### src/hw/rtl/multi_policy_process_scheduler_core_defines.svh
`ifndef MULTI_POLICY_PROCESS_SCHEDULER_CORE_DEFINES_SVH
`define MULTI_POLICY_PROCESS_SCHEDULER_CORE_DEFINES_SVH

// Same-cycle implication, checked on clk with reset masked.
`define MPPS_ASSERT_NOW(lbl, ante, cons, msg) \
    lbl: assert property (@(posedge clk) disable iff (!rst_n) (ante) |-> (cons)) \
        else $error(msg);

// Next-cycle implication.
`define MPPS_ASSERT_NEXT(lbl, ante, cons, msg) \
    lbl: assert property (@(posedge clk) disable iff (!rst_n) (ante) |=> (cons)) \
        else $error(msg);

`endif

### src/hw/rtl/mpps_pkg.sv
`timescale 1ns / 1ps
package mpps_pkg;

    localparam int MODE_W   = 3;
    localparam int ARG_W    = 8;
    localparam int NEXT_W   = 3;
    localparam int POLICY_W = 2;

    typedef enum logic [MODE_W-1:0] {
        MODE_YIELD        = 3'd0,
        MODE_EXIT         = 3'd1,
        MODE_SET_PRIORITY = 3'd2,
        MODE_SET_SHARES   = 3'd3,
        MODE_CLOCK        = 3'd4
    } mode_t;

    typedef enum logic [POLICY_W-1:0] {
        POL_RR     = 2'd0,
        POL_LOWEST = 2'd1,
        POL_PRIO   = 2'd2,
        POL_SHARE  = 2'd3
    } policy_t;

    typedef enum logic [3:0] {
        ST_IDLE,
        ST_EXIT_RD,
        ST_EXIT_WR,
        ST_SET_RD,
        ST_SET_WR,
        ST_SCAN,
        ST_DECIDE,
        ST_UPD,
        ST_DONE
    } state_t;

    typedef struct packed {
        logic             runnable;
        logic [ARG_W-1:0] prio;
        logic [ARG_W-1:0] share;
        logic [ARG_W-1:0] count;
    } slot_entry_t;

    localparam slot_entry_t SLOT_RESET = '{
        runnable: 1'b1,
        prio:     '0,
        share:    '0,
        count:    '0
    };

    typedef struct packed {
        logic found;
        logic clear_all;
        logic bump;
    } scan_flags_t;

endpackage

### src/hw/rtl/mpps_req_if.sv
`timescale 1ns / 1ps
interface mpps_req_if;
    import mpps_pkg::*;

    logic              valid;
    logic              ready;
    logic [MODE_W-1:0] mode;
    logic [ARG_W-1:0]  argument;

    modport source (output valid, output mode, output argument, input ready);
    modport sink (input valid, input mode, input argument, output ready);
endinterface

### src/hw/rtl/mpps_rsp_if.sv
`timescale 1ns / 1ps
interface mpps_rsp_if;
    import mpps_pkg::*;

    logic              valid;
    logic              ready;
    logic [NEXT_W-1:0] next_process;
    logic              none_runnable;

    modport source (output valid, output next_process, output none_runnable, input ready);
    modport sink (input valid, input next_process, input none_runnable, output ready);
endinterface

### src/hw/rtl/mpps_cfg_if.sv
`timescale 1ns / 1ps
interface mpps_cfg_if;
    import mpps_pkg::*;

    logic                valid;
    logic                ready;
    logic [POLICY_W-1:0] scheduling_policy;

    modport source (output valid, output scheduling_policy, input ready);
    modport sink (input valid, input scheduling_policy, output ready);
endinterface

### src/hw/rtl/mpps_slot_mem.sv
`timescale 1ns / 1ps
module mpps_slot_mem #(
    parameter int NUM_SLOTS = 4,
    parameter int IDX_W     = 2
) (
    input  logic                 clk,
    input  logic                 rst_n,
    input  logic                 rd_en,
    input  logic [IDX_W-1:0]     rd_addr,
    output mpps_pkg::slot_entry_t rd_data,
    input  logic                 wr_en,
    input  logic [IDX_W-1:0]     wr_addr,
    input  mpps_pkg::slot_entry_t wr_data
);
    import mpps_pkg::*;

    slot_entry_t          mem [NUM_SLOTS];
    logic [NUM_SLOTS-1:0] valid_reg;
    slot_entry_t          rd_reg;
    logic                 rd_valid_reg;

    always_ff @(posedge clk)
    begin
        if (wr_en)
        begin
            mem[wr_addr] <= wr_data;
        end
        if (rd_en)
        begin
            rd_reg <= mem[rd_addr];
        end
    end

    // entries never written read as their reset contents
    always_ff @(posedge clk or negedge rst_n)
    begin
        if (!rst_n)
        begin
            valid_reg    <= '0;
            rd_valid_reg <= 1'b0;
        end
        else
        begin
            if (wr_en)
            begin
                valid_reg[wr_addr] <= 1'b1;
            end
            if (rd_en)
            begin
                rd_valid_reg <= valid_reg[rd_addr];
            end
        end
    end

    assign rd_data = rd_valid_reg ? rd_reg : SLOT_RESET;

endmodule

### src/hw/rtl/mpps_scan.sv
`timescale 1ns / 1ps
module mpps_scan #(
    parameter int IDX_W = 2
) (
    input  logic                  clk,
    input  logic                  rst_n,
    input  logic                  start,
    input  logic                  en,
    input  mpps_pkg::policy_t     policy,
    input  logic [IDX_W-1:0]      cur_idx,
    input  logic [IDX_W-1:0]      idx,
    input  mpps_pkg::slot_entry_t entry,
    output logic [IDX_W-1:0]      pick_idx,
    output mpps_pkg::scan_flags_t flags
);
    import mpps_pkg::*;

    logic             any_run_reg, any_run_next;
    logic [IDX_W-1:0] first_reg, first_next;
    logic             rr_hi_found_reg, rr_hi_found_next;
    logic [IDX_W-1:0] rr_hi_reg, rr_hi_next;
    logic             pr_found_reg, pr_found_next;
    logic [ARG_W-1:0] pr_best_reg, pr_best_next;
    logic [IDX_W-1:0] pr_lo_reg, pr_lo_next;
    logic             pr_hi_found_reg, pr_hi_found_next;
    logic [IDX_W-1:0] pr_hi_reg, pr_hi_next;
    logic             zero_found_reg, zero_found_next;
    logic [IDX_W-1:0] zero_reg, zero_next;
    logic             elig_found_reg, elig_found_next;
    logic [IDX_W-1:0] elig_reg, elig_next;
    logic             after_cur;

    assign after_cur = (idx > cur_idx);

    always_comb
    begin
        any_run_next     = any_run_reg;
        first_next       = first_reg;
        rr_hi_found_next = rr_hi_found_reg;
        rr_hi_next       = rr_hi_reg;
        pr_found_next    = pr_found_reg;
        pr_best_next     = pr_best_reg;
        pr_lo_next       = pr_lo_reg;
        pr_hi_found_next = pr_hi_found_reg;
        pr_hi_next       = pr_hi_reg;
        zero_found_next  = zero_found_reg;
        zero_next        = zero_reg;
        elig_found_next  = elig_found_reg;
        elig_next        = elig_reg;
        if (start)
        begin
            any_run_next     = 1'b0;
            rr_hi_found_next = 1'b0;
            pr_found_next    = 1'b0;
            pr_hi_found_next = 1'b0;
            zero_found_next  = 1'b0;
            elig_found_next  = 1'b0;
        end
        else if (en && entry.runnable)
        begin
            if (!any_run_reg)
            begin
                any_run_next = 1'b1;
                first_next   = idx;
            end
            if (!rr_hi_found_reg && after_cur)
            begin
                rr_hi_found_next = 1'b1;
                rr_hi_next       = idx;
            end
            // new minimum restarts the tie tracking
            if (!pr_found_reg || entry.prio < pr_best_reg)
            begin
                pr_found_next    = 1'b1;
                pr_best_next     = entry.prio;
                pr_lo_next       = idx;
                pr_hi_found_next = after_cur;
                pr_hi_next       = idx;
            end
            else if (entry.prio == pr_best_reg && !pr_hi_found_reg && after_cur)
            begin
                pr_hi_found_next = 1'b1;
                pr_hi_next       = idx;
            end
            if (!zero_found_reg && entry.share == '0)
            begin
                zero_found_next = 1'b1;
                zero_next       = idx;
            end
            if (!elig_found_reg && entry.count < entry.share)
            begin
                elig_found_next = 1'b1;
                elig_next       = idx;
            end
        end
    end

    always_ff @(posedge clk or negedge rst_n)
    begin
        if (!rst_n)
        begin
            any_run_reg     <= 1'b0;
            rr_hi_found_reg <= 1'b0;
            pr_found_reg    <= 1'b0;
            pr_hi_found_reg <= 1'b0;
            zero_found_reg  <= 1'b0;
            elig_found_reg  <= 1'b0;
        end
        else
        begin
            any_run_reg     <= any_run_next;
            rr_hi_found_reg <= rr_hi_found_next;
            pr_found_reg    <= pr_found_next;
            pr_hi_found_reg <= pr_hi_found_next;
            zero_found_reg  <= zero_found_next;
            elig_found_reg  <= elig_found_next;
        end
    end

    always_ff @(posedge clk)
    begin
        first_reg   <= first_next;
        rr_hi_reg   <= rr_hi_next;
        pr_best_reg <= pr_best_next;
        pr_lo_reg   <= pr_lo_next;
        pr_hi_reg   <= pr_hi_next;
        zero_reg    <= zero_next;
        elig_reg    <= elig_next;
    end

    always_comb
    begin
        flags    = '0;
        pick_idx = first_reg;
        unique case (policy)
            POL_RR:
            begin
                flags.found = any_run_reg;
                pick_idx    = rr_hi_found_reg ? rr_hi_reg : first_reg;
            end
            POL_LOWEST:
            begin
                flags.found = any_run_reg;
                pick_idx    = first_reg;
            end
            POL_PRIO:
            begin
                flags.found = pr_found_reg;
                pick_idx    = pr_hi_found_reg ? pr_hi_reg : pr_lo_reg;
            end
            POL_SHARE:
            begin
                if (zero_found_reg)
                begin
                    flags.found = 1'b1;
                    pick_idx    = zero_reg;
                end
                else if (elig_found_reg)
                begin
                    flags.found = 1'b1;
                    flags.bump  = 1'b1;
                    pick_idx    = elig_reg;
                end
                else
                begin
                    // all runnable shares are nonzero, so the first one wins after clear
                    flags.found     = any_run_reg;
                    flags.clear_all = 1'b1;
                    pick_idx        = first_reg;
                end
            end
            default:
            begin
                flags.found = 1'b0;
            end
        endcase
    end

endmodule

### src/hw/rtl/multi_policy_process_scheduler_core.sv
`timescale 1ns / 1ps
// Process scheduler over NUM_SLOTS slots, numbered 1..NUM_SLOTS.
// req: one event word (mode, argument). rsp: one result word per event
// (next_process, none_runnable). cfg: writes the scheduling policy; always
// ready; the user must write it only while no event is in flight, and the
// block does not enforce it. Slot state (runnable, priority, shares, share
// count) lives in a one-port-read, one-port-write table with a registered read.
// Yield, clock tick and exit events walk over it, one entry per cycle; set
// priority and set shares read-modify-write the current slot's entry.
// Exit clears the current slot's runnable bit before its walk; proportional
// share adds a count bump of the picked slot or a count clear sweep.
// One event is in flight at a time; req.ready returns in the cycle the result
// moves into the output register.
// rsp is a holding register: a stalled receiver keeps the word, and the next
// event is accepted meanwhile but cannot finish until the word is taken.
// Reset: all slots runnable, tables zero, current slot 1, policy proportional
// share. No clearing pass is needed; entries never written read as reset values.
`include "multi_policy_process_scheduler_core_defines.svh"
module multi_policy_process_scheduler_core #(
    parameter int NUM_SLOTS = 4
) (
    input logic    clk,
    input logic    rst_n,
    mpps_cfg_if.sink   cfg,
    mpps_req_if.sink   req,
    mpps_rsp_if.source rsp
);
    import mpps_pkg::*;

    localparam int IDX_W = (NUM_SLOTS > 2) ? $clog2(NUM_SLOTS) : 1;
    localparam logic [IDX_W-1:0] LAST_IDX = IDX_W'(NUM_SLOTS - 1);

    state_t            st_reg, st_next;
    policy_t           policy_reg;
    logic [IDX_W-1:0]  cur_reg, cur_next;
    logic [MODE_W-1:0] mode_reg, mode_next;
    logic [ARG_W-1:0]  arg_reg, arg_next;
    logic [IDX_W-1:0]  idx_reg, idx_next;
    logic [IDX_W-1:0]  last_reg, last_next;
    logic              issuing_reg, issuing_next;
    logic              rd_pend_reg;
    logic [IDX_W-1:0]  rd_idx_reg;
    logic              res_none_reg, res_none_next;
    logic              out_valid_reg, out_valid_next;
    logic [NEXT_W-1:0] out_slot_reg, out_slot_next;
    logic              out_none_reg, out_none_next;

    logic              rd_en;
    logic [IDX_W-1:0]  rd_addr;
    slot_entry_t       rd_data;
    logic              wr_en;
    logic [IDX_W-1:0]  wr_addr;
    slot_entry_t       wr_data;

    logic              scan_start;
    logic              scan_en;
    logic [IDX_W-1:0]  pick_idx;
    scan_flags_t       flags;
    logic              last_data;

    mpps_slot_mem #(
        .NUM_SLOTS (NUM_SLOTS),
        .IDX_W     (IDX_W)
    ) u_mem (
        .clk     (clk),
        .rst_n   (rst_n),
        .rd_en   (rd_en),
        .rd_addr (rd_addr),
        .rd_data (rd_data),
        .wr_en   (wr_en),
        .wr_addr (wr_addr),
        .wr_data (wr_data)
    );

    mpps_scan #(
        .IDX_W (IDX_W)
    ) u_scan (
        .clk      (clk),
        .rst_n    (rst_n),
        .start    (scan_start),
        .en       (scan_en),
        .policy   (policy_reg),
        .cur_idx  (cur_reg),
        .idx      (rd_idx_reg),
        .entry    (rd_data),
        .pick_idx (pick_idx),
        .flags    (flags)
    );

    assign cfg.ready         = 1'b1;
    assign req.ready         = (st_reg == ST_IDLE);
    assign rsp.valid         = out_valid_reg;
    assign rsp.next_process  = out_slot_reg;
    assign rsp.none_runnable = out_none_reg;

    assign last_data = rd_pend_reg && (rd_idx_reg == last_reg);

    always_comb
    begin
        st_next        = st_reg;
        cur_next       = cur_reg;
        mode_next      = mode_reg;
        arg_next       = arg_reg;
        idx_next       = idx_reg;
        last_next      = last_reg;
        issuing_next   = issuing_reg;
        res_none_next  = res_none_reg;
        out_valid_next = out_valid_reg && !rsp.ready;
        out_slot_next  = out_slot_reg;
        out_none_next  = out_none_reg;
        rd_en          = 1'b0;
        rd_addr        = idx_reg;
        wr_en          = 1'b0;
        wr_addr        = rd_idx_reg;
        wr_data        = rd_data;
        scan_start     = 1'b0;
        scan_en        = 1'b0;

        // table walk shared by the scan and update passes
        if (issuing_reg && (st_reg == ST_SCAN || st_reg == ST_UPD))
        begin
            rd_en = 1'b1;
            if (idx_reg == last_reg)
            begin
                issuing_next = 1'b0;
            end
            else
            begin
                idx_next = idx_reg + IDX_W'(1);
            end
        end

        unique case (st_reg)
            ST_IDLE:
            begin
                if (req.valid)
                begin
                    mode_next = req.mode;
                    arg_next  = req.argument;
                    unique case (req.mode)
                        MODE_YIELD, MODE_CLOCK:
                        begin
                            scan_start   = 1'b1;
                            idx_next     = '0;
                            last_next    = LAST_IDX;
                            issuing_next = 1'b1;
                            st_next      = ST_SCAN;
                        end
                        MODE_EXIT:
                        begin
                            st_next = ST_EXIT_RD;
                        end
                        MODE_SET_PRIORITY, MODE_SET_SHARES:
                        begin
                            st_next = ST_SET_RD;
                        end
                        default:
                        begin
                            res_none_next = 1'b0;
                            st_next       = ST_DONE;
                        end
                    endcase
                end
            end
            ST_EXIT_RD:
            begin
                rd_en   = 1'b1;
                rd_addr = cur_reg;
                st_next = ST_EXIT_WR;
            end
            ST_EXIT_WR:
            begin
                wr_en            = 1'b1;
                wr_addr          = cur_reg;
                wr_data.runnable = 1'b0;
                scan_start       = 1'b1;
                idx_next         = '0;
                last_next        = LAST_IDX;
                issuing_next     = 1'b1;
                st_next          = ST_SCAN;
            end
            ST_SET_RD:
            begin
                rd_en   = 1'b1;
                rd_addr = cur_reg;
                st_next = ST_SET_WR;
            end
            ST_SET_WR:
            begin
                wr_en   = 1'b1;
                wr_addr = cur_reg;
                if (mode_reg == MODE_SET_PRIORITY)
                begin
                    wr_data.prio = arg_reg;
                end
                else
                begin
                    wr_data.share = arg_reg;
                end
                res_none_next = 1'b0;
                st_next       = ST_DONE;
            end
            ST_SCAN:
            begin
                scan_en = rd_pend_reg;
                if (last_data)
                begin
                    st_next = ST_DECIDE;
                end
            end
            ST_DECIDE:
            begin
                res_none_next = !flags.found;
                if (flags.found)
                begin
                    cur_next = pick_idx;
                end
                if (policy_reg == POL_SHARE && (flags.clear_all || flags.bump))
                begin
                    idx_next     = flags.clear_all ? '0 : pick_idx;
                    last_next    = flags.clear_all ? LAST_IDX : pick_idx;
                    issuing_next = 1'b1;
                    st_next      = ST_UPD;
                end
                else
                begin
                    st_next = ST_DONE;
                end
            end
            ST_UPD:
            begin
                if (rd_pend_reg)
                begin
                    wr_en = 1'b1;
                    if (flags.clear_all)
                    begin
                        // picked slot starts the new round with one
                        wr_data.count = (flags.found && rd_idx_reg == pick_idx)
                                        ? ARG_W'(1) : '0;
                    end
                    else
                    begin
                        wr_data.count = rd_data.count + ARG_W'(1);
                    end
                end
                if (last_data)
                begin
                    st_next = ST_DONE;
                end
            end
            ST_DONE:
            begin
                if (!out_valid_reg || rsp.ready)
                begin
                    out_valid_next = 1'b1;
                    out_slot_next  = NEXT_W'({1'b0, cur_reg} + (IDX_W + 1)'(1));
                    out_none_next  = res_none_reg;
                    st_next        = ST_IDLE;
                end
            end
            default:
            begin
                st_next = ST_IDLE;
            end
        endcase
    end

    always_ff @(posedge clk or negedge rst_n)
    begin
        if (!rst_n)
        begin
            st_reg        <= ST_IDLE;
            policy_reg    <= POL_SHARE;
            cur_reg       <= '0;
            issuing_reg   <= 1'b0;
            rd_pend_reg   <= 1'b0;
            out_valid_reg <= 1'b0;
        end
        else
        begin
            st_reg        <= st_next;
            cur_reg       <= cur_next;
            issuing_reg   <= issuing_next;
            rd_pend_reg   <= rd_en;
            out_valid_reg <= out_valid_next;
            if (cfg.valid)
            begin
                policy_reg <= policy_t'(cfg.scheduling_policy);
            end
        end
    end

    always_ff @(posedge clk)
    begin
        mode_reg     <= mode_next;
        arg_reg      <= arg_next;
        idx_reg      <= idx_next;
        last_reg     <= last_next;
        rd_idx_reg   <= rd_addr;
        res_none_reg <= res_none_next;
        out_slot_reg <= out_slot_next;
        out_none_reg <= out_none_next;
    end

    `MPPS_ASSERT_NOW(a_cur_in_range, 1'b1, cur_reg <= LAST_IDX, "current slot out of range")
    `MPPS_ASSERT_NOW(a_no_rw_overlap, rd_en && wr_en, rd_addr != wr_addr, "same-entry read and write")
    `MPPS_ASSERT_NEXT(a_accept_leaves_idle, req.valid && req.ready, st_reg != ST_IDLE, "accept ignored")
    `MPPS_ASSERT_NOW(a_upd_share_only, st_reg == ST_UPD, policy_reg == POL_SHARE, "update pass outside share")

endmodule
### src/flat_wrapper.sv
// flat-port wrapper written by rule: the top's interface ports become plain ports
module multi_policy_process_scheduler_core_flat import mpps_pkg::*;
#(
    parameter int NUM_SLOTS = 4
)
  (clk, rst_n, cfg_valid, cfg_scheduling_policy, cfg_ready, req_valid, req_mode, req_argument, req_ready, rsp_valid, rsp_next_process, rsp_none_runnable, rsp_ready);
  mpps_cfg_if cfg_i ();
  mpps_req_if req_i ();
  mpps_rsp_if rsp_i ();
  input logic clk;
  input logic rst_n;
  input wire logic [$bits(cfg_i.valid)-1:0] cfg_valid;
  input wire logic [$bits(cfg_i.scheduling_policy)-1:0] cfg_scheduling_policy;
  output wire logic [$bits(cfg_i.ready)-1:0] cfg_ready;
  input wire logic [$bits(req_i.valid)-1:0] req_valid;
  input wire logic [$bits(req_i.mode)-1:0] req_mode;
  input wire logic [$bits(req_i.argument)-1:0] req_argument;
  output wire logic [$bits(req_i.ready)-1:0] req_ready;
  output wire logic [$bits(rsp_i.valid)-1:0] rsp_valid;
  output wire logic [$bits(rsp_i.next_process)-1:0] rsp_next_process;
  output wire logic [$bits(rsp_i.none_runnable)-1:0] rsp_none_runnable;
  input wire logic [$bits(rsp_i.ready)-1:0] rsp_ready;
  assign cfg_i.valid = cfg_valid;
  assign cfg_i.scheduling_policy = cfg_scheduling_policy;
  assign cfg_ready = cfg_i.ready;
  assign req_i.valid = req_valid;
  assign req_i.mode = req_mode;
  assign req_i.argument = req_argument;
  assign req_ready = req_i.ready;
  assign rsp_valid = rsp_i.valid;
  assign rsp_next_process = rsp_i.next_process;
  assign rsp_none_runnable = rsp_i.none_runnable;
  assign rsp_i.ready = rsp_ready;
  multi_policy_process_scheduler_core #(.NUM_SLOTS(NUM_SLOTS)) u_core (.clk(clk), .rst_n(rst_n), .cfg(cfg_i), .req(req_i), .rsp(rsp_i));
endmodule
### config.mk
export PLATFORM = sky130hd
export DESIGN_NAME = multi_policy_process_scheduler_core_flat
export DESIGN_NICKNAME = d
export VERILOG_FILES = /design/src/hw/rtl/mpps_pkg.sv /design/src/hw/rtl/mpps_req_if.sv /design/src/hw/rtl/mpps_rsp_if.sv /design/src/hw/rtl/mpps_cfg_if.sv /design/src/hw/rtl/mpps_slot_mem.sv /design/src/hw/rtl/mpps_scan.sv /design/src/hw/rtl/multi_policy_process_scheduler_core.sv /design/src/flat_wrapper.sv
export VERILOG_INCLUDE_DIRS = /design/src /design/src/hw/rtl
export SDC_FILE = /design/constraint.sdc
export NUM_CORES = 1
export LEC_CHECK = 0
export ABC_AREA = 0
export BUFFER_PORTS_ARGS = -buffer_cell sky130_fd_sc_hd__buf_4
export CAP_MARGIN = 15
export CORE_ASPECT_RATIO = 1.25
export CORE_MARGIN = 2
export CORE_UTILIZATION = 25
export CTS_BUF_LIST = sky130_fd_sc_hd__clkbuf_16
export DETAILED_ROUTE_END_ITERATION = 8
export PLACE_DENSITY = 0.38
export SLEW_MARGIN = 20
export SYNTH_ARGS = -nofsm -noshare
export SYNTH_HDL_FRONTEND = slang
export SYNTH_SLANG_ARGS = --single-unit
### constraint.sdc
create_clock -name clk -period 3.21 [get_ports clk]
set_input_delay 0.321 -clock clk [delete_from_list [all_inputs] [get_ports clk]]
set_output_delay 0.321 -clock clk [all_outputs]
set_load 0.01 [all_outputs]
==> results of run 1 <==
[kinds of logic after synthesis]
kind of cell	synth area share, %
AOI/OAI and AO/OA	8.28
xor gates and xnor gates	0.940
adders and majority gates	2.83
buffers and inverters	3.55
DFF	65.9
muxes	2.22
other	0.0447
and+or+nand+nor	16.2
[placed cells by master, fill, tap and decap left out, types with 4 or more instances in the layout]
master and n:
sky130_fd_sc_hd__edfxtp_1 163, sky130_fd_sc_hd__nand2_1 148, sky130_fd_sc_hd__buf_4 39, sky130_fd_sc_hd__o21ai_0 32, sky130_fd_sc_hd__inv_1 30, sky130_fd_sc_hd__a31oi_1 27, sky130_fd_sc_hd__and3_1 25, sky130_fd_sc_hd__nor2_1 22
sky130_fd_sc_hd__a21oi_1 22, sky130_fd_sc_hd__nand3_1 22, sky130_fd_sc_hd__dfrtp_1 20, sky130_fd_sc_hd__ha_1 19, sky130_fd_sc_hd__clkbuf_16 17, sky130_fd_sc_hd__and2_1 14, sky130_fd_sc_hd__nor3_1 8, sky130_fd_sc_hd__nor2b_1 8
sky130_fd_sc_hd__o22ai_1 7, sky130_fd_sc_hd__mux2i_1 7, sky130_fd_sc_hd__xnor2_1 7, sky130_fd_sc_hd__nand2b_1 6, sky130_fd_sc_hd__a21o_1 5, sky130_fd_sc_hd__nor4_1 5, sky130_fd_sc_hd__nand3b_1 4, sky130_fd_sc_hd__inv_4 4
sky130_fd_sc_hd__inv_6 4, sky130_fd_sc_hd__dfxtp_1 4
[routing by layer]
metal / wire [µm] / part of all wire, %
met2: 10600 / 54
met4: 521 / 2.6
met5: 0 / 0
met1: 8180 / 41
met3: 478 / 2.4
[metrics by stage]
stage	worst slack, ns	hold slack (ns)	area [µm²]
final	0.604	0.0529	9620
after detailed placement	0.557	0.255	9060
after global placement	0.599	0.252	9060
after CTS	0.541	0.0297	9620
after global routing	0.367	0.0322	9620
after floorplan	0.316	0.0254	8390
[path summary, 6_finish.rpt]
check | to | slack, ns | depth (start not counted)
max reg2reg | u_core.u_scan.pr_best_reg[0]$_DFFE_PP_ | 0.60 | 4
max | u_core.u_scan.pr_best_reg[0]$_DFFE_PP_ | 0.60 | 4
min reg2reg | u_core.rsp.none_runnable$_DFFE_PP_ | 0.42 | 0
min in group asynchronous | u_core.u_scan.pr_hi_found_reg$_DFFE_PN0P_ | 0.32 | 2
min | u_core.arg_reg[2]$_DFFE_PP_ | 0.05 | 1
max in group asynchronous | u_core.policy_reg[1]$_DFFE_PN1P_ | 2.59 | 2
[critical path, stage by stage, from the launching register on]
cell and delay, ns:
sky130_fd_sc_hd__dfrtp_1 0.65, sky130_fd_sc_hd__and3b_1 0.38, sky130_fd_sc_hd__inv_2 0.09, sky130_fd_sc_hd__nor4b_4 0.56, sky130_fd_sc_hd__and2_1 0.56
[power by group]
group | total, mW | switching [mW] | leakage (nW) | internal [mW]
combinational | 2.58 | 1.70 | 1.48 | 0.872
sequential | 3.87 | 0.315 | 1.78 | 3.55
clock | 2.00 | 0.977 | 0.285 | 1.02
[timing repair]
action | in CTS | in global routing
setup endpoints to repair | 0 | 0
endpoints found under the hold margin | 20 | 0
hold buffers | 1 | 0
[area by class of cell]
| type | count | area share [%] |
|---|---|---|
| sequential | 189 | 57.4 |
| multi-input combinational | 441 | 26.9 |
| tap | 423 | 5.50 |
| clock buffer | 17 | 4.42 |
| timing repair buffer | 40 | 3.15 |
| clock inverter | 15 | 1.34 |
| inverter | 31 | 1.24 |
==> results.md, run 1 <==
* Origin of the worst min-delay path: req_argument[2]
* Worst skew pair latency at 0.44 ns
* Worst-path maximum fanout at 17
* Placeable core area at roughly 33000 µm²
* Setup violations, final at 0
* Main area contributors after synthesis: sky130_fd_sc_hd__edfxtp_1 (58%), sky130_fd_sc_hd__nand2_1 (6.6%), sky130_fd_sc_hd__dfrtp_1 (6.0%), sky130_fd_sc_hd__ha_1 (2.8%), sky130_fd_sc_hd__a31oi_1 (2.0%)
* Nets in the synthesized netlist at 731
* Startpoint types: flip-flop
* Commonest cells in the synthesized netlist: sky130_fd_sc_hd__edfxtp_1 (163), sky130_fd_sc_hd__nand2_1 (148), sky130_fd_sc_hd__o21ai_0 (32)
* Run status: finished, final reports clean
* Leakage at 3.55 nW
* Synthesis Warnings at 0
* Seq. cell area at 5530 µm²
* Clock tree from TritonCTS: built
* Number of nets in the final layout at 757
* CP Capture Type: flip-flop
* Multi-input gate area at ~2600 µm²
* Die Y-Extent at 209 µm
* Iteration-0 DRC Markers at about 340
* Arrival time of the worst setup path at 2.69 ns
* Horizontal die dimension at 168 µm
* GR Util met1 at 13.3%
* Clock Sink Count at 189
* # rows at 75
* Longest Clk Path Bufs at 2
* Minimum clock period at between 2 and 3 ns
* Number of buffers inserted by post-CTS setup repair at 0
* Type of the most critical hold path: in2reg
* Worst slew pin tran at around 1 ns
* Setup TNS at 0 ns
* Summed instance area of the synthesized netlist at 8390 µm²
* P per Cell Area at 877 nW/µm²
* Router iterations before antenna repair at 6
* Setup clock skew after layout at 0.0131 ns
* Met3 track demand over resource in global routing at under 10%
* Quantity of gates resized following cts at 0
* Worst Path Required at 3.29 ns
* Slew margin rel. at about a third
* Starting density of the core at 25.2%
* Number of buffer cells added on primary ports at 23
* Total clock buffers created by CTS at 17
* Buffer cell driving the clock tree root: sky130_fd_sc_hd__clkbuf_16
* Worst Path Class, Setup: reg2reg
* RSZ-0062 raised after global routing: false
* Antenna Violating Nets Remaining at 0
* Area fraction of the dominant cell type after synthesis at a little under 60%
* Flip-flop count of the largest register after layout at 100
* Overall Global Routing Usage at 11.8%
* EDFF count, synth at 163
* Mean cell area of the mapped netlist at 12.1 µm²
* Via count of the first global-routing pass at 5461
* Count leader, synth: sky130_fd_sc_hd__edfxtp_1
* Wire length of the first global-routing pass at ~31000 µm
* Maximum operating frequency at 384 MHz
* Share of the clock period used by the worst path at 81.2%
* WL final at 19800 µm
* Cell type with the highest aggregate area in the netlist: sky130_fd_sc_hd__edfxtp_1
* Maximum number of pins on one net before global-route repair at between 50 and 60
* Total grt overflow at 0
* Number of max-slew violations in the final report at 0
* Hold violation total from the final report at 0
* HPWL reported at the end of detailed placement at 12900 µm
* GRT busiest layer: met2
* Count of cell types in the netlist at 60
* Post-route insts no fill at 1156
* M2 GR Usage at a little over a fifth
* Share of final-layout standard cells stronger than drive strength 1 at 12.7%
* Number of antenna violations at the first check in global routing at 0
* Clock-pin slew reported for the worst setup and hold paths after clock tree synthesis at 0.07 ns
* Synth Instances at 694
* Top-level I/O count at 25
* Area delta synth->final at 14.7%
* Highest ir drop seen on vdd at 419 µV
* Startpoint of the worst-slack reg-to-reg timing path: u_core.st_reg[0]$_DFFE_PN0P_
* Routed length per placed instance at 17.1 µm
* Register area share after synthesis at 65.9%
* Placer congestion estimate at 0.764
* DR vias at 5251
* Total die area at between 30000 and 40000 µm²
* Filler Cells Inserted at 3354
* Total power after layout at 8.44 mW
* DRC errors left at 0
* Post-detailed-route via-to-cell ratio at 4.54
* Count of placed standard cells including taps at 1123
* Most instantiated flip-flop cell in the synthesis netlist: sky130_fd_sc_hd__edfxtp_1
* Final Util at roughly 29%
* Launching element of the worst setup path: u_core.st_reg[0]$_DFFE_PN0P_
* Max-Cap Viols at 0
* Total of flip-flops plus latches after synthesis at around 190
* Number of antenna cells inserted at 0
* H-tree depth at 4
* Fraction of registers with async set or reset after synthesis at 11.6%
Power figures use the tool's default switching activity.
==> run 2, diff against run 1 <==
--- a/config.mk
+++ b/config.mk
@@ -14,7 +14,7 @@
 export CORE_UTILIZATION = 25
 export CTS_BUF_LIST = sky130_fd_sc_hd__clkbuf_16
 export DETAILED_ROUTE_END_ITERATION = 8
-export PLACE_DENSITY = 0.38
+export PLACE_DENSITY = 0.37
 export SLEW_MARGIN = 20
 export SYNTH_ARGS = -nofsm -noshare
 export SYNTH_HDL_FRONTEND = slang
==> constraint.sdc (replaced) <==
create_clock -name clk -period 2.45 [get_ports clk]
set_input_delay 0.245 -clock clk [delete_from_list [all_inputs] [get_ports clk]]
set_output_delay 0.245 -clock clk [all_outputs]
set_load 0.01 [all_outputs]
==> run 2 against run 1 <==
Core utilization increased by 1.2 points. Clock skew decreased by 0.0041 ns. Setup slack got worse by 0.42 ns. Non-clock buffer count increased by 40. Maximum frequency increased by 15%. Register-to-register slack got worse by 0.42 ns. Sequential power increased by 29%. Clock power increased by 36%. Critical path type unchanged.
==> results.md, run 2 (synthesis gave the netlist of run 1 again) <==
* Worst Path Class, Setup: reg2reg (unchanged)
* Number of buffer cells added on primary ports at 23 (unchanged)
* Slew margin rel. at 58.3% (was 33.8%)
* Highest ir drop seen on vdd at 548 µV (was 419 µV)
* Worst hold-check slack at 0.0422 ns (was 0.0529 ns)
* Hold violation total from the final report at 0 (unchanged)
* Most frequent cells in the layout: sky130_fd_sc_hd__edfxtp_1 (163), sky130_fd_sc_hd__nand2_1 (148), sky130_fd_sc_hd__buf_4 (64), sky130_fd_sc_hd__o21ai_0 (32), sky130_fd_sc_hd__inv_1 (30) (was sky130_fd_sc_hd__edfxtp_1 (163), sky130_fd_sc_hd__nand2_1 (148), sky130_fd_sc_hd__buf_4 (39), sky130_fd_sc_hd__o21ai_0 (32), sky130_fd_sc_hd__inv_1 (30))
* Clock tree from TritonCTS: built (unchanged)
* Share of the clock period used by the worst path at 92.4% (was 81.2%)
* Setup violations, final at 0 (unchanged)
* Total die area at 35000 µm² (unchanged)
* Most common cell after layout, fill and taps aside: sky130_fd_sc_hd__edfxtp_1 (unchanged)
* P per Cell Area at 1150 nW/µm² (was 877 nW/µm²)
* WL final at 21200 µm (was 19800 µm)
* Share of final-layout standard cells stronger than drive strength 1 at 15.7% (was 12.7%)
* Iteration-0 DRC Markers at 270 (was 343)
* Number of antenna violations at the first check in global routing at 0 (unchanged)
* Longest Clk Path Bufs at 2 (unchanged)
* Router iterations before antenna repair at 4 (was 6)
* Cell depth of the worst flop-to-flop path at 7 (was 4)
* Final Util at 30.1% (was 28.9%)
* Maximum number of pins on one net before global-route repair at 53 (unchanged)
* Flip-flop count of the largest register after layout at 100 (unchanged)
* DR vias at 5393 (was 5251)
* Starting density of the core at 25.2% (unchanged)
* Via count of the first global-routing pass at 5449 (was 5461)
* Clock Sink Count at 189 (unchanged)
* Startpoint of the worst-slack reg-to-reg timing path: u_core.u_mem.rd_valid_reg$_DFFE_PN0P_ (was u_core.st_reg[0]$_DFFE_PN0P_)
* Hold Path Depth at 2 (was 1)
* Buffer cell driving the clock tree root: sky130_fd_sc_hd__clkbuf_16 (unchanged)
* Overall Global Routing Usage at 12.4% (was 11.8%)
* Startpoint types: flip-flop (unchanged)
* Antenna Violating Nets Remaining at 0 (unchanged)
* Wire length of the first global-routing pass at 32400 µm (was 31100 µm)
* Arrival time of the worst setup path at 2.38 ns (was 2.69 ns)
* Total clock buffers created by CTS at 17 (unchanged)
* Worst slew pin tran at 0.626 ns (was 0.991 ns)
* Filler Cells Inserted at 3321 (was 3354)
* H-tree depth at 4 (unchanged)
* Launching element of the worst setup path: u_core.u_mem.rd_valid_reg$_DFFE_PN0P_ (was u_core.st_reg[0]$_DFFE_PN0P_)
* HPWL reported at the end of detailed placement at 14000 µm (was 12900 µm)
* Leakage at 3.75 nW (was 3.55 nW)
* DRC errors left at 0 (unchanged)
* CP Capture Type: flip-flop (unchanged)
* Placer congestion estimate at 0.810 (was 0.764)
* Max-Cap Viols at 0 (unchanged)
* Origin of the worst min-delay path: cfg_scheduling_policy[0] (was req_argument[2])
* Worst-path maximum fanout at 11 (was 17)
* Minimum clock period at 2.26 ns (was 2.61 ns)
* Worst Path Required at 2.56 ns (was 3.29 ns)
* Number of antenna cells inserted at 0 (unchanged)
* Setup TNS at 0 ns (unchanged)
* Total grt overflow at 0 (unchanged)
* Maximum operating frequency at 442 MHz (was 384 MHz)
* Horizontal die dimension at 168 µm (unchanged)
* Clock-pin slew reported for the worst setup and hold paths after clock tree synthesis at 0.07 ns (about the same)
* Area delta synth->final at 19.5% (was 14.7%)
* # rows at 75 (unchanged)
* Number of nets in the final layout at 797 (was 757)
* Top-level I/O count at 25 (unchanged)
* Run status: finished, final reports clean (unchanged)
* RSZ-0062 raised after global routing: false (unchanged)
* Setup clock skew after layout at 0.00901 ns (was 0.0131 ns)
* Number of max-slew violations in the final report at 0 (unchanged)
* Routed length per placed instance at 17.7 µm (was 17.1 µm)
* Type of the most critical hold path: in2reg (unchanged)
* Post-detailed-route via-to-cell ratio at 4.51 (was 4.54)
* Placeable core area at 33300 µm² (unchanged)
* Die Y-Extent at 209 µm (unchanged)
* Quantity of gates resized following cts at 0 (unchanged)
* Worst skew pair latency at 0.43 ns (was 0.44 ns)
-- run 2: metrics by stage --
step / instance area (µm²) / setup WS (ns) / cells / power (mW)
6_report: 10000 / 0.186 / 1196 / 11.6
2_1_floorplan: 8420 / -0.219 / 694 / 7.45
3_5_place_dp: 9330 / 0.151 / 1152 / 8.98
5_1_grt: 10000 / 0.0256 / 1196 / 12.3
4_1_cts: 10000 / 0.147 / 1196 / 11.8
3_3_place_gp: 9330 / 0.220 / 1152 / 8.88
-- run 2: final cells by class --
| class | count | area (µm²) | share of cell area [%] |
|---|---|---|---|
| Inverter | 31 | 119 | 1.19 |
| Clock buffer | 17 | 425 | 4.24 |
| Multi-Input combinational cell | 441 | 2600 | 25.9 |
| Timing Repair Buffer | 80 | 681 | 6.79 |
| Clock inverter | 15 | 149 | 1.48 |
| Sequential cell | 189 | 5530 | 55.1 |
| Tap cell | 423 | 529 | 5.28 |
-- run 2: final timing paths --
check	to	slack, ns
setup / recovery	u_core.u_scan.pr_best_reg[6]$_DFFE_PP_	0.19
hold / removal	u_core.policy_reg[0]$_DFFE_PN1P_	0.04
setup reg to reg	u_core.u_scan.pr_best_reg[6]$_DFFE_PP_	0.19
hold reg to reg	u_core.rsp.none_runnable$_DFFE_PP_	0.42
max in group asynchronous	u_core.policy_reg[1]$_DFFE_PN1P_	1.88
min in group asynchronous	u_core.u_scan.pr_hi_found_reg$_DFFE_PN0P_	0.26
-- run 2: critical path: stages (launching register included) --
cell and delay [ns]:
sky130_fd_sc_hd__dfrtp_1 0.45, sky130_fd_sc_hd__and2_1 0.20, sky130_fd_sc_hd__ha_1 0.29, sky130_fd_sc_hd__nor2b_1 0.13, sky130_fd_sc_hd__o211ai_1 0.15, sky130_fd_sc_hd__a21oi_1 0.08
sky130_fd_sc_hd__o21ai_0 0.27, sky130_fd_sc_hd__and2_2 0.37
-- run 2: metal layers --
layer	up-vias	global-route usage [%]	wire length (µm)	share of wire (%)
met4	0	5.10	507	2.4
met1	2653	14.9	9340	44
met2	80	22.0	10900	52
li1	2634	-	-	-
met3	26	2.16	425	2.0
met5	-	0	0	0
-- run 2: power by group --
part           total [mW]  switching [mW]  internal, mW
clock                2.72            1.22          1.50
sequential           5.00           0.351          4.65
combinational        3.84            2.45          1.39
total                11.6            4.02          7.54
-- run 2: timing repair --
action | CTS | global route
hold endpoints to repair | 33 | 0
setup buffers | 0 | 0
hold buffers | 12 | 0
==> run 3, diff against run 2 <==
--- a/config.mk
+++ b/config.mk
@@ -14,8 +14,7 @@
 export CORE_UTILIZATION = 25
 export CTS_BUF_LIST = sky130_fd_sc_hd__clkbuf_16
 export DETAILED_ROUTE_END_ITERATION = 8
-export PLACE_DENSITY = 0.37
-export SLEW_MARGIN = 20
+export PLACE_DENSITY = 0.5
 export SYNTH_ARGS = -nofsm -noshare
 export SYNTH_HDL_FRONTEND = slang
 export SYNTH_SLANG_ARGS = --single-unit
==> run 3 against run 2 <==
Maximum frequency increased by 0.51%. Clock-buffer cell count unchanged. Core utilization fell by 0.33 points. Global-route usage shrank 1.2 points. Worst hold slack worse by 0.033 ns. Sequential power is essentially flat. Via count down 2.0%. Routed wire length shrank 11%. Register-to-register slack about the same. Combinational power down 4%. Sequential share of layout area grew 0.62 points. Non-clock buffer count down 12. Critical endpoint is now u_core.u_scan.pr_best_reg[4]$_DFFE_PP_. Largest cell class unchanged. Largest power group unchanged. Highest routed layer unchanged.
==> results.md, run 3 (synthesis gave the netlist of run 1 again) <==
* Number of antenna cells inserted at 0 (unchanged)
* Placer congestion estimate at 0.789 (was 0.810)
* Share of the clock period used by the worst path at 91.9% (was 92.4%)
* Cell-by-cell trace of the critical path: and2_1 -> ha_1 -> nor2b_1 -> o211ai_1 -> a21oi_1 -> o21ai_0 -> and2_2 (unchanged)
* Top-level I/O count at 25 (unchanged)
* Setup violations, final at 0 (unchanged)
* Final Util at 29.8% (was 30.1%)
* Hold violation total from the final report at 0 (unchanged)
* Slew margin rel. at 58.1% (was 58.3%)
* Setup clock skew after layout at 0.0111 ns (was 0.00901 ns)
* Overall Global Routing Usage at 11.2% (was 12.4%)
* Share of final-layout standard cells stronger than drive strength 1 at 14.6% (was 15.7%)
* Clock-pin slew reported for the worst setup and hold paths after clock tree synthesis at 0.07 ns (about the same)
* Horizontal die dimension at 168 µm (unchanged)
* Worst Path Class, Setup: reg2reg (unchanged)
* Routed length per placed instance at 16.0 µm (was 17.7 µm)
* Area delta synth->final at 18.2% (was 19.5%)
* Leakage at 3.69 nW (was 3.75 nW)
* Number of max-slew violations in the final report at 0 (unchanged)
* CP Capture Type: flip-flop (unchanged)
* Slowest stage cell, crit path: sky130_fd_sc_hd__dfrtp_2 (was sky130_fd_sc_hd__dfrtp_1)
* Number of nets in the final layout at 785 (was 797)
* Type of the most critical hold path: in2reg (unchanged)
* Minimum clock period at 2.25 ns (was 2.26 ns)
* Final worst slack at 0.197 ns (was 0.186 ns)
* Die Y-Extent at 209 µm (unchanged)
* Worst-path maximum fanout at 11 (unchanged)
* Router iterations before antenna repair at 4 (unchanged)
* Antenna Violating Nets Remaining at 0 (unchanged)
* Iteration-0 DRC Markers at 404 (was 270)
* Max-Cap Viols at 0 (unchanged)
* Maximum number of pins on one net before global-route repair at 53 (unchanged)
* Post-detailed-route via-to-cell ratio at 4.46 (was 4.51)
* Most common cell after layout, fill and taps aside: sky130_fd_sc_hd__edfxtp_1 (unchanged)
* Placeable core area at 33300 µm² (unchanged)
* Flip-flop count of the largest register after layout at 100 (unchanged)
* Highest ir drop seen on vdd at 707 µV (was 548 µV)
* Number of antenna violations at the first check in global routing at 0 (unchanged)
* Most frequent cells in the layout: sky130_fd_sc_hd__edfxtp_1 (163), sky130_fd_sc_hd__nand2_1 (148), sky130_fd_sc_hd__buf_4 (52), sky130_fd_sc_hd__o21ai_0 (32), sky130_fd_sc_hd__inv_1 (31) (was sky130_fd_sc_hd__edfxtp_1 (163), sky130_fd_sc_hd__nand2_1 (148), sky130_fd_sc_hd__buf_4 (64), sky130_fd_sc_hd__o21ai_0 (32), sky130_fd_sc_hd__inv_1 (30))
* Arrival time of the worst setup path at 2.37 ns (was 2.38 ns)
* Worst skew pair latency at 0.44 ns (was 0.43 ns)
* Number of buffers inserted by post-CTS setup repair at 0 (unchanged)
* DR vias at 5284 (was 5393)
* Worst Path Required at 2.57 ns (was 2.56 ns)
* Starting density of the core at 25.2% (unchanged)
* Total power after layout at 11.2 mW (was 11.6 mW)
* CP max stage delay at 0.47 ns (was 0.45 ns)
* DRC errors left at 0 (unchanged)
* WL final at 18900 µm (was 21200 µm)
* Worst slew pin tran at 0.622 ns (was 0.626 ns)
* Total die area at 35000 µm² (unchanged)
* P per Cell Area at 1130 nW/µm² (was 1150 nW/µm²)
* Longest Clk Path Bufs at 2 (unchanged)
* Buffer cell driving the clock tree root: sky130_fd_sc_hd__clkbuf_16 (unchanged)
* # rows at 75 (unchanged)
* Setup TNS at 0 ns (unchanged)
* Worst slack at placement at 0.129 ns (was 0.151 ns)
* Count of placed standard cells including taps at 1142 (was 1152)
* Clock Sink Count at 189 (unchanged)
* HPWL reported at the end of detailed placement at 12500 µm (was 14000 µm)
* Total grt overflow at 0 (unchanged)
* Total clock buffers created by CTS at 17 (unchanged)
* Post-route insts no fill at 1184 (was 1196)
* Number of buffer cells added on primary ports at 23 (unchanged)
* Wire length of the first global-routing pass at 29700 µm (was 32400 µm)
* Maximum operating frequency at 444 MHz (was 442 MHz)
* Clock tree from TritonCTS: built (unchanged)
* Startpoint types: flip-flop (unchanged)
* H-tree depth at 4 (unchanged)
* RSZ-0062 raised after global routing: false (unchanged)
* Run status: finished, final reports clean (unchanged)
* Via count of the first global-routing pass at 5307 (was 5449)
==> run 3: final timing paths <==
path                                                        from                                         to  slack [ns]  cells past startpoint
setup / recovery           u_core.u_mem.rd_valid_reg$_DFFE_PN0P_     u_core.u_scan.pr_best_reg[4]$_DFFE_PP_        0.20                      7
hold / removal                                       req_mode[0]               u_core.mode_reg[0]$_DFFE_PP_        0.01                      1
setup reg to reg           u_core.u_mem.rd_valid_reg$_DFFE_PN0P_     u_core.u_scan.pr_best_reg[4]$_DFFE_PP_        0.20                      7
hold reg to reg                u_core.res_none_reg$_SDFFCE_PN0P_         u_core.rsp.none_runnable$_DFFE_PP_        0.42                      0
max in group asynchronous                                  rst_n           u_core.policy_reg[1]$_DFFE_PN1P_        1.90                      2
min in group asynchronous                                  rst_n  u_core.u_scan.rr_hi_found_reg$_DFFE_PN0P_        0.25                      2
==> run 3: where the power goes <==
part           switching, mW  internal, mW  total [mW]  leakage, nW
logic                   2.36          1.33        3.69         1.64
registers              0.333          4.65        4.99         1.78
clock network           1.15          1.38        2.53        0.267
==> run 3: worst max-delay path: cells and delay by family (launching register included) <==
kind / cells / cell delay, ns
AOI/OAI and AO/OA: 3 / 0.49
DFF: 1 / 0.47
and+or+nand+nor: 3 / 0.68
adders and majority gates: 1 / 0.29
==> run 3: final cells by class <==
cell class                 count  area, µm²
sequential                   189       5530
timing repair buffer          68        611
fill                        3322      23400
tap                          423        529
clock inverter                15        109
clock buffer                  17        425
inverter                      31        119
multi-input combinational    441       2600
==> run 3: timing repair <==
item                                   in CTS  in global routing
endpoints found under the hold margin      31                  0
gates resized for setup                     0                  1
setup endpoints to repair                   0                 14
hold buffers                               10                  0
==> run 3: metrics by stage <==
step	hold slack (ns)	area (µm²)
after floorplan	-0.0506	8420
after global placement	0.175	9280
after detailed placement	0.176	9280
after CTS	0.00101	9920
after global routing	0.00727	9920
final	0.00971	9920
==> run 3: layer usage <==
| layer | up-vias | GRT usage (%) | routed length [µm] |
|---|---|---|---|
| li1 | 2607 | - | - |
| met1 | 2581 | 13.6 | 8290 |
| met2 | 74 | 19.5 | 9790 |
| met3 | 22 | 2.01 | 439 |
| met4 | 0 | 4.74 | 394 |
| met5 | - | 0 | 0 |
